File: src/rtl/ssv_pkg.sv
// Shared types and constants for the stepper stall supervisor.
// Used by every module in rtl/; depends on nothing.
package ssv_pkg;

   localparam int LOAD_W   = 10;
   localparam int THR_W    = 7;
   localparam int TIME_W   = 24;
   localparam int SETTLE_W = 16;
   localparam int ADDR_W   = 5;
   localparam int DATA_W   = 32;
   localparam int REG_IDX_W = 3;

   typedef enum logic [1:0] {
      FUNC_SAMPLE,
      FUNC_POLL,
      FUNC_START,
      FUNC_STOP
   } func_type;

   localparam logic [REG_IDX_W-1:0] REG_BASE_THRESHOLD    = 3'd0;
   localparam logic [REG_IDX_W-1:0] REG_LOAD_MAX          = 3'd1;
   localparam logic [REG_IDX_W-1:0] REG_SETTLE_MS         = 3'd2;
   localparam logic [REG_IDX_W-1:0] REG_STALL_STOP_ENABLE = 3'd3;
   localparam logic [REG_IDX_W-1:0] REG_USE_AVERAGE       = 3'd4;
   localparam logic [REG_IDX_W-1:0] REG_ADAPT_ENABLE      = 3'd5;

   localparam logic [LOAD_W-1:0]       LOAD_MAX_RESET = 10'd150;
   localparam int                      AVG_LOW        = 10;
   localparam logic [1:0]              OVER_SAT       = 2'd3;
   localparam logic signed [THR_W-1:0] THR_FLOOR      = -7'sd60;
   localparam logic [2:0]              HIST_FULL      = 3'b111;

   typedef struct packed {
      logic signed [THR_W-1:0] base_threshold;
      logic [LOAD_W-1:0]       load_max;
      logic [SETTLE_W-1:0]     settle_ms;
      logic                    stall_stop_enable;
      logic                    use_average;
      logic                    adapt_enable;
   } cfg_type;

   typedef struct packed {
      logic                    valid;
      logic signed [THR_W-1:0] value;
   } thr_set_type;

   typedef struct packed {
      logic              over_max;
      logic              under_min;
      logic [LOAD_W-1:0] average;
   } avg_stat_type;

   typedef struct packed {
      func_type          func;
      logic              sample_zero;
      logic              open_now;
      logic              running;
      logic              moving;
      logic [TIME_W-1:0] elapsed_ms;
      logic              guard_enable;
   } item_type;

   typedef struct packed {
      logic                    stalled;
      logic                    disconnected;
      logic signed [THR_W-1:0] threshold;
      logic signed [THR_W-1:0] threshold_at_stall;
   } guard_res_type;

endpackage

File: src/rtl/stepper_stall_supervisor.sv
// Stepper stall supervisor top level: handshake, result register and the
// csr, window and guard units. Depends on ssv_pkg, ssv_csr, ssv_avg, ssv_guard.
//
// Takes one transaction per clock and presents its result in the output
// register on the following cycle; a new transaction is taken while the
// previous result is being handed off, so throughput is one per cycle unless
// the result side holds rsp_stall. Each transaction is resolved in a single
// pass from the state registers and the registered read of the sample window
// memory (AVG_DEPTH entries). The window needs no clearing after reset: the
// first load sample stands in for every entry until it is overwritten.
module stepper_stall_supervisor
   import ssv_pkg::*;
#(
   parameter int AVG_DEPTH = 8
) (
   input  logic                    clock,
   input  logic                    reset,
   input  logic                    req_valid,
   output logic                    req_stall,
   input  logic [1:0]              req_func,
   input  logic [LOAD_W-1:0]       req_load_sample,
   input  logic                    req_open_a,
   input  logic                    req_open_b,
   input  logic                    req_running,
   input  logic                    req_moving,
   input  logic [TIME_W-1:0]       req_elapsed_ms,
   input  logic                    req_guard_enable,
   output logic                    rsp_valid,
   input  logic                    rsp_stall,
   output logic                    rsp_stalled,
   output logic                    rsp_disconnected,
   output logic signed [THR_W-1:0] rsp_threshold,
   output logic [LOAD_W-1:0]       rsp_load_average,
   output logic signed [THR_W-1:0] rsp_threshold_at_stall,
   input  logic                    psel,
   input  logic                    penable,
   input  logic                    pwrite,
   input  logic [ADDR_W-1:0]       paddr,
   input  logic [DATA_W-1:0]       pwdata,
   output logic [DATA_W-1:0]       prdata,
   output logic                    pready
);

   logic                    accept;
   logic                    rsp_valid_ff;
   logic                    stalled_ff;
   logic                    disc_ff;
   logic signed [THR_W-1:0] thr_ff;
   logic [LOAD_W-1:0]       avg_ff;
   logic signed [THR_W-1:0] thr_stall_ff;
   cfg_type                 cfg;
   thr_set_type             thr_set;
   avg_stat_type            stat;
   item_type                item;
   guard_res_type           res;

   assign req_stall = rsp_valid_ff && rsp_stall;
   assign accept    = req_valid && !req_stall;

   assign item.func         = func_type'(req_func);
   assign item.sample_zero  = (req_load_sample == '0);
   assign item.open_now     = req_open_a || req_open_b;
   assign item.running      = req_running;
   assign item.moving       = req_moving;
   assign item.elapsed_ms   = req_elapsed_ms;
   assign item.guard_enable = req_guard_enable;

   ssv_csr u_csr (
      .clock   (clock),
      .reset   (reset),
      .psel    (psel),
      .penable (penable),
      .pwrite  (pwrite),
      .paddr   (paddr),
      .pwdata  (pwdata),
      .prdata  (prdata),
      .pready  (pready),
      .cfg     (cfg),
      .thr_set (thr_set)
   );

   ssv_avg #(
      .AVG_DEPTH (AVG_DEPTH)
   ) u_avg (
      .clock     (clock),
      .reset     (reset),
      .sample_en (accept && (item.func == FUNC_SAMPLE)),
      .sample    (req_load_sample),
      .load_max  (cfg.load_max),
      .stat      (stat)
   );

   ssv_guard u_guard (
      .clock   (clock),
      .reset   (reset),
      .item_en (accept),
      .item    (item),
      .cfg     (cfg),
      .thr_set (thr_set),
      .stat    (stat),
      .res     (res)
   );

   always_ff @(posedge clock) begin
      if (reset) begin
         rsp_valid_ff <= 1'b0;
      end else if (accept) begin
         rsp_valid_ff <= 1'b1;
      end else if (!rsp_stall) begin
         rsp_valid_ff <= 1'b0;
      end
   end

   always_ff @(posedge clock) begin
      if (accept) begin
         stalled_ff   <= res.stalled;
         disc_ff      <= res.disconnected;
         thr_ff       <= res.threshold;
         avg_ff       <= stat.average;
         thr_stall_ff <= res.threshold_at_stall;
      end
   end

   assign rsp_valid              = rsp_valid_ff;
   assign rsp_stalled            = stalled_ff;
   assign rsp_disconnected       = disc_ff;
   assign rsp_threshold          = thr_ff;
   assign rsp_load_average       = avg_ff;
   assign rsp_threshold_at_stall = thr_stall_ff;

`ifndef SYNTHESIS
   a_accept_gives_result: assert property (@(posedge clock) disable iff (reset)
      accept |=> rsp_valid)
      else $error("accepted transaction produced no result");

   a_stall_not_disc: assert property (@(posedge clock) disable iff (reset)
      (rsp_valid && rsp_stalled) |-> !rsp_disconnected)
      else $error("stall and disconnect reported together");

   a_stall_threshold: assert property (@(posedge clock) disable iff (reset)
      (rsp_valid && rsp_stalled) |-> (rsp_threshold == rsp_threshold_at_stall))
      else $error("threshold after stall differs from recorded value");

   a_stall_only_full: assert property (@(posedge clock) disable iff (reset)
      req_stall |-> rsp_valid)
      else $error("input stalled with empty result register");
`endif

endmodule

File: src/rtl/ssv_csr.sv
// Configuration register file with an APB-style write/read port.
// Depends on ssv_pkg.
module ssv_csr
   import ssv_pkg::*;
(
   input  logic              clock,
   input  logic              reset,
   input  logic              psel,
   input  logic              penable,
   input  logic              pwrite,
   input  logic [ADDR_W-1:0] paddr,
   input  logic [DATA_W-1:0] pwdata,
   output logic [DATA_W-1:0] prdata,
   output logic              pready,
   output cfg_type           cfg,
   output thr_set_type       thr_set
);

   logic signed [THR_W-1:0] base_ff;
   logic [LOAD_W-1:0]       load_max_ff;
   logic [SETTLE_W-1:0]     settle_ff;
   logic                    stall_stop_ff;
   logic                    use_avg_ff;
   logic                    adapt_ff;
   logic                    wr_en;
   logic [REG_IDX_W-1:0]    idx;

   assign pready = 1'b1;
   assign wr_en  = psel && penable && pwrite;
   assign idx    = paddr[ADDR_W-1:2];

   always_ff @(posedge clock) begin
      if (reset) begin
         base_ff       <= '0;
         load_max_ff   <= LOAD_MAX_RESET;
         settle_ff     <= '0;
         stall_stop_ff <= 1'b0;
         use_avg_ff    <= 1'b0;
         adapt_ff      <= 1'b1;
      end else if (wr_en) begin
         case (idx)
            REG_BASE_THRESHOLD:    base_ff       <= pwdata[THR_W-1:0];
            REG_LOAD_MAX:          load_max_ff   <= pwdata[LOAD_W-1:0];
            REG_SETTLE_MS:         settle_ff     <= pwdata[SETTLE_W-1:0];
            REG_STALL_STOP_ENABLE: stall_stop_ff <= pwdata[0];
            REG_USE_AVERAGE:       use_avg_ff    <= pwdata[0];
            REG_ADAPT_ENABLE:      adapt_ff      <= pwdata[0];
            default: ;
         endcase
      end
   end

   always_comb begin
      case (idx)
         REG_BASE_THRESHOLD:    prdata = {{(DATA_W-THR_W){1'b0}}, base_ff};
         REG_LOAD_MAX:          prdata = {{(DATA_W-LOAD_W){1'b0}}, load_max_ff};
         REG_SETTLE_MS:         prdata = {{(DATA_W-SETTLE_W){1'b0}}, settle_ff};
         REG_STALL_STOP_ENABLE: prdata = {{(DATA_W-1){1'b0}}, stall_stop_ff};
         REG_USE_AVERAGE:       prdata = {{(DATA_W-1){1'b0}}, use_avg_ff};
         REG_ADAPT_ENABLE:      prdata = {{(DATA_W-1){1'b0}}, adapt_ff};
         default:               prdata = '0;
      endcase
   end

   assign cfg.base_threshold    = base_ff;
   assign cfg.load_max          = load_max_ff;
   assign cfg.settle_ms         = settle_ff;
   assign cfg.stall_stop_enable = stall_stop_ff;
   assign cfg.use_average       = use_avg_ff;
   assign cfg.adapt_enable      = adapt_ff;

   assign thr_set.valid = wr_en && (idx == REG_BASE_THRESHOLD);
   assign thr_set.value = pwdata[THR_W-1:0];

endmodule

File: src/rtl/ssv_avg.sv
// Moving-average window: sample memory, running sum, average by reciprocal
// multiply and the load limit compares. Depends on ssv_pkg.
module ssv_avg
   import ssv_pkg::*;
#(
   parameter int AVG_DEPTH = 8
) (
   input  logic              clock,
   input  logic              reset,
   input  logic              sample_en,
   input  logic [LOAD_W-1:0] sample,
   input  logic [LOAD_W-1:0] load_max,
   output avg_stat_type      stat
);

   localparam int LOG_D   = $clog2(AVG_DEPTH);
   localparam int POS_W   = (AVG_DEPTH > 1) ? LOG_D : 1;
   localparam int SUM_W   = LOAD_W + LOG_D;
   localparam int SHIFT   = SUM_W + LOG_D;
   localparam int RECIP   = (2 ** SHIFT) / AVG_DEPTH + 1;
   localparam int RECIP_W = SHIFT + 1;
   localparam int PROD_W  = SUM_W + RECIP_W;
   localparam int LIM_W   = SUM_W + 1;

   logic [LOAD_W-1:0] window [AVG_DEPTH];
   logic [LOAD_W-1:0] rd_data_ff;
   logic [LOAD_W-1:0] prime_ff;
   logic              primed_ff, primed_in;
   logic              first_lap_ff, first_lap_in;
   logic [POS_W-1:0]  pos_ff, pos_in;
   logic [SUM_W-1:0]  sum_ff, sum_in;
   logic [LOAD_W-1:0] avg_ff, avg_in;
   logic [LOAD_W-1:0] oldest;
   logic [POS_W:0]    pos_inc;
   logic [POS_W-1:0]  pos_wrap;
   logic [POS_W-1:0]  wr_addr;
   logic [PROD_W-1:0] avg_prod;
   logic [LIM_W-1:0]  over_limit;

   assign oldest   = first_lap_ff ? prime_ff : rd_data_ff;
   assign pos_inc  = {1'b0, pos_ff} + (POS_W+1)'(1);
   assign pos_wrap = (pos_inc == (POS_W+1)'(AVG_DEPTH)) ? '0 : pos_inc[POS_W-1:0];

   always_comb begin
      primed_in    = primed_ff;
      first_lap_in = first_lap_ff;
      pos_in       = pos_ff;
      sum_in       = sum_ff;
      wr_addr      = pos_ff;
      if (sample_en) begin
         primed_in = 1'b1;
         if (!primed_ff) begin
            sum_in       = SUM_W'(sample) * SUM_W'(AVG_DEPTH);
            wr_addr      = '0;
            pos_in       = (AVG_DEPTH > 1) ? POS_W'(1) : '0;
            first_lap_in = (AVG_DEPTH > 1);
         end else begin
            sum_in       = sum_ff - SUM_W'(oldest) + SUM_W'(sample);
            pos_in       = pos_wrap;
            first_lap_in = first_lap_ff && (pos_wrap != '0);
         end
      end
   end

   assign avg_prod   = PROD_W'(sum_in) * PROD_W'(RECIP_W'(RECIP));
   assign avg_in     = sample_en ? avg_prod[SHIFT +: LOAD_W] : avg_ff;
   assign over_limit = (LIM_W'(load_max) + LIM_W'(1)) * LIM_W'(AVG_DEPTH);

   always_ff @(posedge clock) begin
      if (reset) begin
         primed_ff    <= 1'b0;
         first_lap_ff <= 1'b0;
         pos_ff       <= '0;
         sum_ff       <= '0;
         avg_ff       <= '0;
      end else begin
         primed_ff    <= primed_in;
         first_lap_ff <= first_lap_in;
         pos_ff       <= pos_in;
         sum_ff       <= sum_in;
         avg_ff       <= avg_in;
      end
   end

   always_ff @(posedge clock) begin
      if (sample_en) begin
         window[wr_addr] <= sample;
         if (!primed_ff) begin
            prime_ff <= sample;
         end
      end
      if (sample_en && (wr_addr == pos_in)) begin
         rd_data_ff <= sample;
      end else begin
         rd_data_ff <= window[pos_in];
      end
   end

   assign stat.over_max  = {1'b0, sum_in} >= over_limit;
   assign stat.under_min = sum_in < SUM_W'(AVG_LOW * AVG_DEPTH);
   assign stat.average   = avg_in;

endmodule

File: src/rtl/ssv_guard.sv
// Stall guard control: threshold adaptation, stall detection and open-load
// history. Depends on ssv_pkg.
module ssv_guard
   import ssv_pkg::*;
(
   input  logic          clock,
   input  logic          reset,
   input  logic          item_en,
   input  item_type      item,
   input  cfg_type       cfg,
   input  thr_set_type   thr_set,
   input  avg_stat_type  stat,
   output guard_res_type res
);

   logic signed [THR_W-1:0] live_ff, live_in;
   logic signed [THR_W-1:0] saved_ff, saved_in;
   logic [1:0]              over_ff, over_in;
   logic [1:0]              over_inc;
   logic [2:0]              hist_ff, hist_in;
   logic                    guard_ff, guard_in;
   logic                    stalled;
   logic                    disc;

   assign over_inc = (over_ff == OVER_SAT) ? OVER_SAT : over_ff + 2'd1;

   always_comb begin
      live_in  = live_ff;
      saved_in = saved_ff;
      over_in  = over_ff;
      hist_in  = hist_ff;
      guard_in = guard_ff;
      stalled  = 1'b0;
      disc     = 1'b0;
      if (thr_set.valid) begin
         live_in = thr_set.value;
      end else if (item_en) begin
         case (item.func)
            FUNC_SAMPLE: begin
               if (guard_ff && item.running) begin
                  hist_in = {hist_ff[1:0], item.open_now};
                  if (item.elapsed_ms > TIME_W'(cfg.settle_ms)) begin
                     over_in = over_inc;
                     if (cfg.adapt_enable && (over_inc == OVER_SAT) && stat.over_max
                         && (live_ff > THR_FLOOR)) begin
                        live_in = live_ff - 7'sd1;
                        over_in = '0;
                     end
                     if (cfg.stall_stop_enable &&
                         (cfg.use_average ? stat.under_min : item.sample_zero)) begin
                        stalled  = 1'b1;
                        live_in  = cfg.base_threshold;
                        guard_in = 1'b0;
                        saved_in = cfg.base_threshold;
                     end
                  end
               end
            end
            FUNC_POLL: begin
               if (!guard_ff && item.moving) begin
                  hist_in = {1'b1, hist_ff[0], item.open_now};
               end
            end
            FUNC_START: guard_in = item.guard_enable;
            FUNC_STOP: begin
               live_in  = cfg.base_threshold;
               guard_in = 1'b0;
            end
            default: ;
         endcase
         if (!stalled && (hist_in == HIST_FULL)) begin
            hist_in = '0;
            disc    = 1'b1;
         end
      end
   end

   always_ff @(posedge clock) begin
      if (reset) begin
         live_ff  <= '0;
         saved_ff <= '0;
         over_ff  <= '0;
         hist_ff  <= '0;
         guard_ff <= 1'b0;
      end else begin
         live_ff  <= live_in;
         saved_ff <= saved_in;
         over_ff  <= over_in;
         hist_ff  <= hist_in;
         guard_ff <= guard_in;
      end
   end

   assign res.stalled            = stalled;
   assign res.disconnected       = disc;
   assign res.threshold          = live_in;
   assign res.threshold_at_stall = saved_in;

endmodule
File: config.mk
export PLATFORM = sky130hd
export DESIGN_NAME = stepper_stall_supervisor
export DESIGN_NICKNAME = d
export VERILOG_FILES = /design/src/rtl/ssv_pkg.sv /design/src/rtl/stepper_stall_supervisor.sv /design/src/rtl/ssv_csr.sv /design/src/rtl/ssv_avg.sv /design/src/rtl/ssv_guard.sv
export SDC_FILE = /design/constraint.sdc
export NUM_CORES = 1
export LEC_CHECK = 0
export ABC_AREA = 0
export ABC_CLOCK_PERIOD_IN_PS = 6200
export BUFFER_PORTS_ARGS = -buffer_cell sky130_fd_sc_hd__buf_2
export CAP_MARGIN = 10
export CORE_MARGIN = 2
export CORE_UTILIZATION = 40
export CTS_BUF_LIST = sky130_fd_sc_hd__clkbuf_4 sky130_fd_sc_hd__clkbuf_8 sky130_fd_sc_hd__clkbuf_16
export DETAILED_ROUTE_END_ITERATION = 6
export SYNTH_ARGS = -nofsm -noshare
export SYNTH_HDL_FRONTEND = slang
export SYNTH_SLANG_ARGS = --single-unit
File: constraint.sdc
create_clock -name clock -period 6.2 [get_ports clock]
set_input_delay 0.62 -clock clock [delete_from_list [all_inputs] [get_ports clock]]
set_output_delay 0.62 -clock clock [all_outputs]
set_load 0.03 [all_outputs]
==> impl_metrics.yaml <==
run_status:
  outcome: "finished, final reports clean"
power_and_ir_drop:
  peakVddDrop_mv: 0.1473
  leakagePower_uw: 0.005141
  power.density_mw_per_mm2: 264.5
clock_tree:
  clk_pin_slew_worst_paths_ns: 0.06
  clk_latency_ns: 0.52
  root_buffer: "clkbuf_16"
  post_cts_buffers: 0
  cts_buffers: 23
  cts.repair.resized: 0
  cts.sink_count: 211
  cts_buffer_depth: 3
  htree_levels: 1
  cts_tree: "built"
  ctsHoldBuffers: 0
layout:
  finalNetCount: 1422
  mostFrequentLayoutCells: "nand2_1, edfxtp_1, buf_2"
  nFillCells: 2533
  final_common_cell: "nand2_1"
  fin_area_mm2: 0.01260
  area.growth.synth_to_final_pct: 14.88
  diodes: 0
  final_layout_size_suffix_gt1_share_pct: 16.13
setup_path:
  cp_max_fo: 6
  r2r_start: "u_avg.first_lap_ff"
  worstSetupPathType: "reg2reg"
  cp-end-kind: "flop"
  cp_data_arrival_time_ns: 5.93
  start_kind: "flop"
  r2r_cells: 19
  cp-startpoint: "u_avg.first_lap_ff"
  r2r-end: "rsp_threshold[4]"
  worstPathRequired_ns: 6.45
  setup.worst_path.end: "rsp_threshold[4]"
  r2r_slack_ns: 0.51
synth:
  yosysWarningCount: 0
  ys_seq_area_share_pct: 49.09
  syn_area_mm2: 0.01097
  ys_types: 72
  synth_edf_count: 116
  synth_seq_cells: 211
  synth_cells: 1174
  ys.flop_type: "edfxtp_1"
  async_reset_ff_share_pct: 0
  avgSynthCellArea_um2: 9.345
worst_hold_path:
  hp-class: "in2reg"
  hold_start: "pwdata[13]"
drt:
  wl_per_cell_um: 17.00
  drt_wl_total_um: 27820
  firstDrtPassIters: 5
  drc_errors: 0
  initialDrtViolationCount: 616
  vias_per_cell: 5.304
  vias: 8683
  postRouteAntennaNets: 0
global_routing:
  overflow: 0
  gr-usage-all-layers_pct: 19.49
  grt_max_degree: 57
  antenna_found_initial: 0
  grt_pass1_vias: 8541
  grt_first_pass_wirelength_um: 44860
timing:
  fin_tns_setup_ns: 0
  hold_violations: 0
  slew-limit-headroom_pct: 32.13
  tightest_slew_ns: 1.014
  slew_violations: 0
  post-route-period-util_pct: 91.70
  rsz0062_at_grt: "no"
  fin_crit_ns: 5.686
  setup_viol: 0
  clock.fmax_ghz: 0.1759
  finClkSkew_ns: 0.01912
  hold_slack_ns: 0.3361
floorplan:
  dieArea_mm2: 0.02877
  rows: 60
  initial_core_util_pct: 40.71
  pin_count: 146
  die_w_um: 169.6
  core_area_mm2: 0.02695
  die_height_um: 169.6
placed_design:
  dpl-instance-area_mm2: 0.01188
  io_buffer_count: 110
  gp_congestion: 0.8920
  dpl.hpwl_um: 19950
flow_run:
  maxCapViolCount: 0
==> cells by family after synthesis <==
kind of cell	Yosys count	synth area share, %
other	2	0.06846
multiplexers	36	3.729
AO/OA/AOI/OAI	227	13.10
adder cells (fa/ha/maj)	57	7.185
flip-flops	211	49.09
AND/OR/NAND/NOR	476	19.74
XOR/XNOR	17	1.357
buffers and inverters	148	5.725
==> area by class of cell <==
cell class | count | area, µm² | area share [%]
flip-flops and latches | 211 | 5385 | 42.73
multi-input cells | 830 | 5029 | 39.90
repair buffers | 135 | 738.2 | 5.857
clock buffers | 27 | 623.1 | 4.944
well taps | 341 | 426.7 | 3.385
inverters | 79 | 296.5 | 2.353
clock inverters | 14 | 105.1 | 0.8339
==> critical path, stage by stage, from the launching register on <==
cell and delay [ns]:
dfxtp_1 0.47, mux2_2 0.38, fa_1 0.48, inv_1 0.06
fa_1 0.51, a211oi_2 0.31, o211ai_2 0.20, o2111a_1 0.23
or4_4 0.53, a21oi_2 0.18, nor3_2 0.10, ha_1 0.31
and3_1 0.20, and3_1 0.16, a22oi_1 0.09, nand2b_1 0.28
a2111oi_1 0.44, xor2_1 0.13, o21ai_0 0.25, a21oi_1 0.10
==> registers in the layout, summed over array words and instances (netlist names), 10 cells and up <==
name,count
u_avg.rd_data_ff,10
u_csr.load_max_ff,10
u_avg.prime_ff,10
u_avg.window,80
rsp_load_average,10
u_avg.avg_ff,10
u_csr.settle_ff,16
u_avg.sum_ff,13
==> stage by stage <==
stage | power [µW] | setup WS [ns] | cells | utilization (%)
floorplan | 1902 | 0.8572 | 1189 | -
global placement | 2035 | 0.5994 | 1596 | 44.06
detailed placement | 2043 | 0.5463 | 1596 | 44.06
CTS | 3360 | 0.5439 | 1637 | 46.76
global route | 3481 | 0.1121 | 1637 | 46.76
finish | 3333 | 0.5145 | 1637 | 46.76
==> synth_stat cells, drive strengths merged (4+ instances only) <==
cell    instances  area share [%]
ha             47             5.4
o211ai          6            0.46
o21ai          49             2.2
dfxtp          95              17
edfxtp        116              32
o21a            9            0.62
and3           10            0.57
mux2           18             2.1
buf            27             1.6
a22oi           7            0.48
nor2b          29             1.7
o31ai           6            0.41
clkbuf         42             1.4
inv            79             2.7
nand2b          9            0.51
xor2           12            0.96
a21oi          89             4.1
fa             10             1.8
or3             4            0.23
nor3           21             1.0
a31oi           6            0.34
and2           11            0.63
nand4           4            0.23
nand3          78             3.6
nand2         207             7.1
nand3b          7            0.48
xnor2           5            0.40
a211oi          9            0.66
nor4            6            0.34
a21o           11            0.75
nor2           81             2.8
o22ai           4            0.23
mux2i          18             1.6
==> how the worst min path moves through the flow <==
stage                     endpoint  slack [ns]  cells after the start
2_1_floorplan   u_guard.hist_ff[2]        0.42                      2
3_3_place_gp       u_avg.sum_ff[0]        0.44                      2
3_5_place_dp       u_avg.sum_ff[0]        0.45                      2
4_1_cts        u_csr.settle_ff[13]        0.32                      3
5_1_grt        u_csr.settle_ff[15]        0.33                      3
6_report       u_csr.settle_ff[13]        0.34                      3
==> where the power goes <==
part,switching [µW],internal (µW)
Clock,554,762
Combinational,315,174
Sequential,18.0,1510
Total,887,2450
==> per-layer routing <==
layer  track usage [%]  part of all wire [%]  vias up
met4             5.165                   2.0        0
met5                 0                     0        -
met3             3.965                   6.3       39
met1             25.66                    44     4112
met2             32.80                    47      247
li1                  -                     -     4285
No activity file was read; power rests on OpenSTA's default activity.
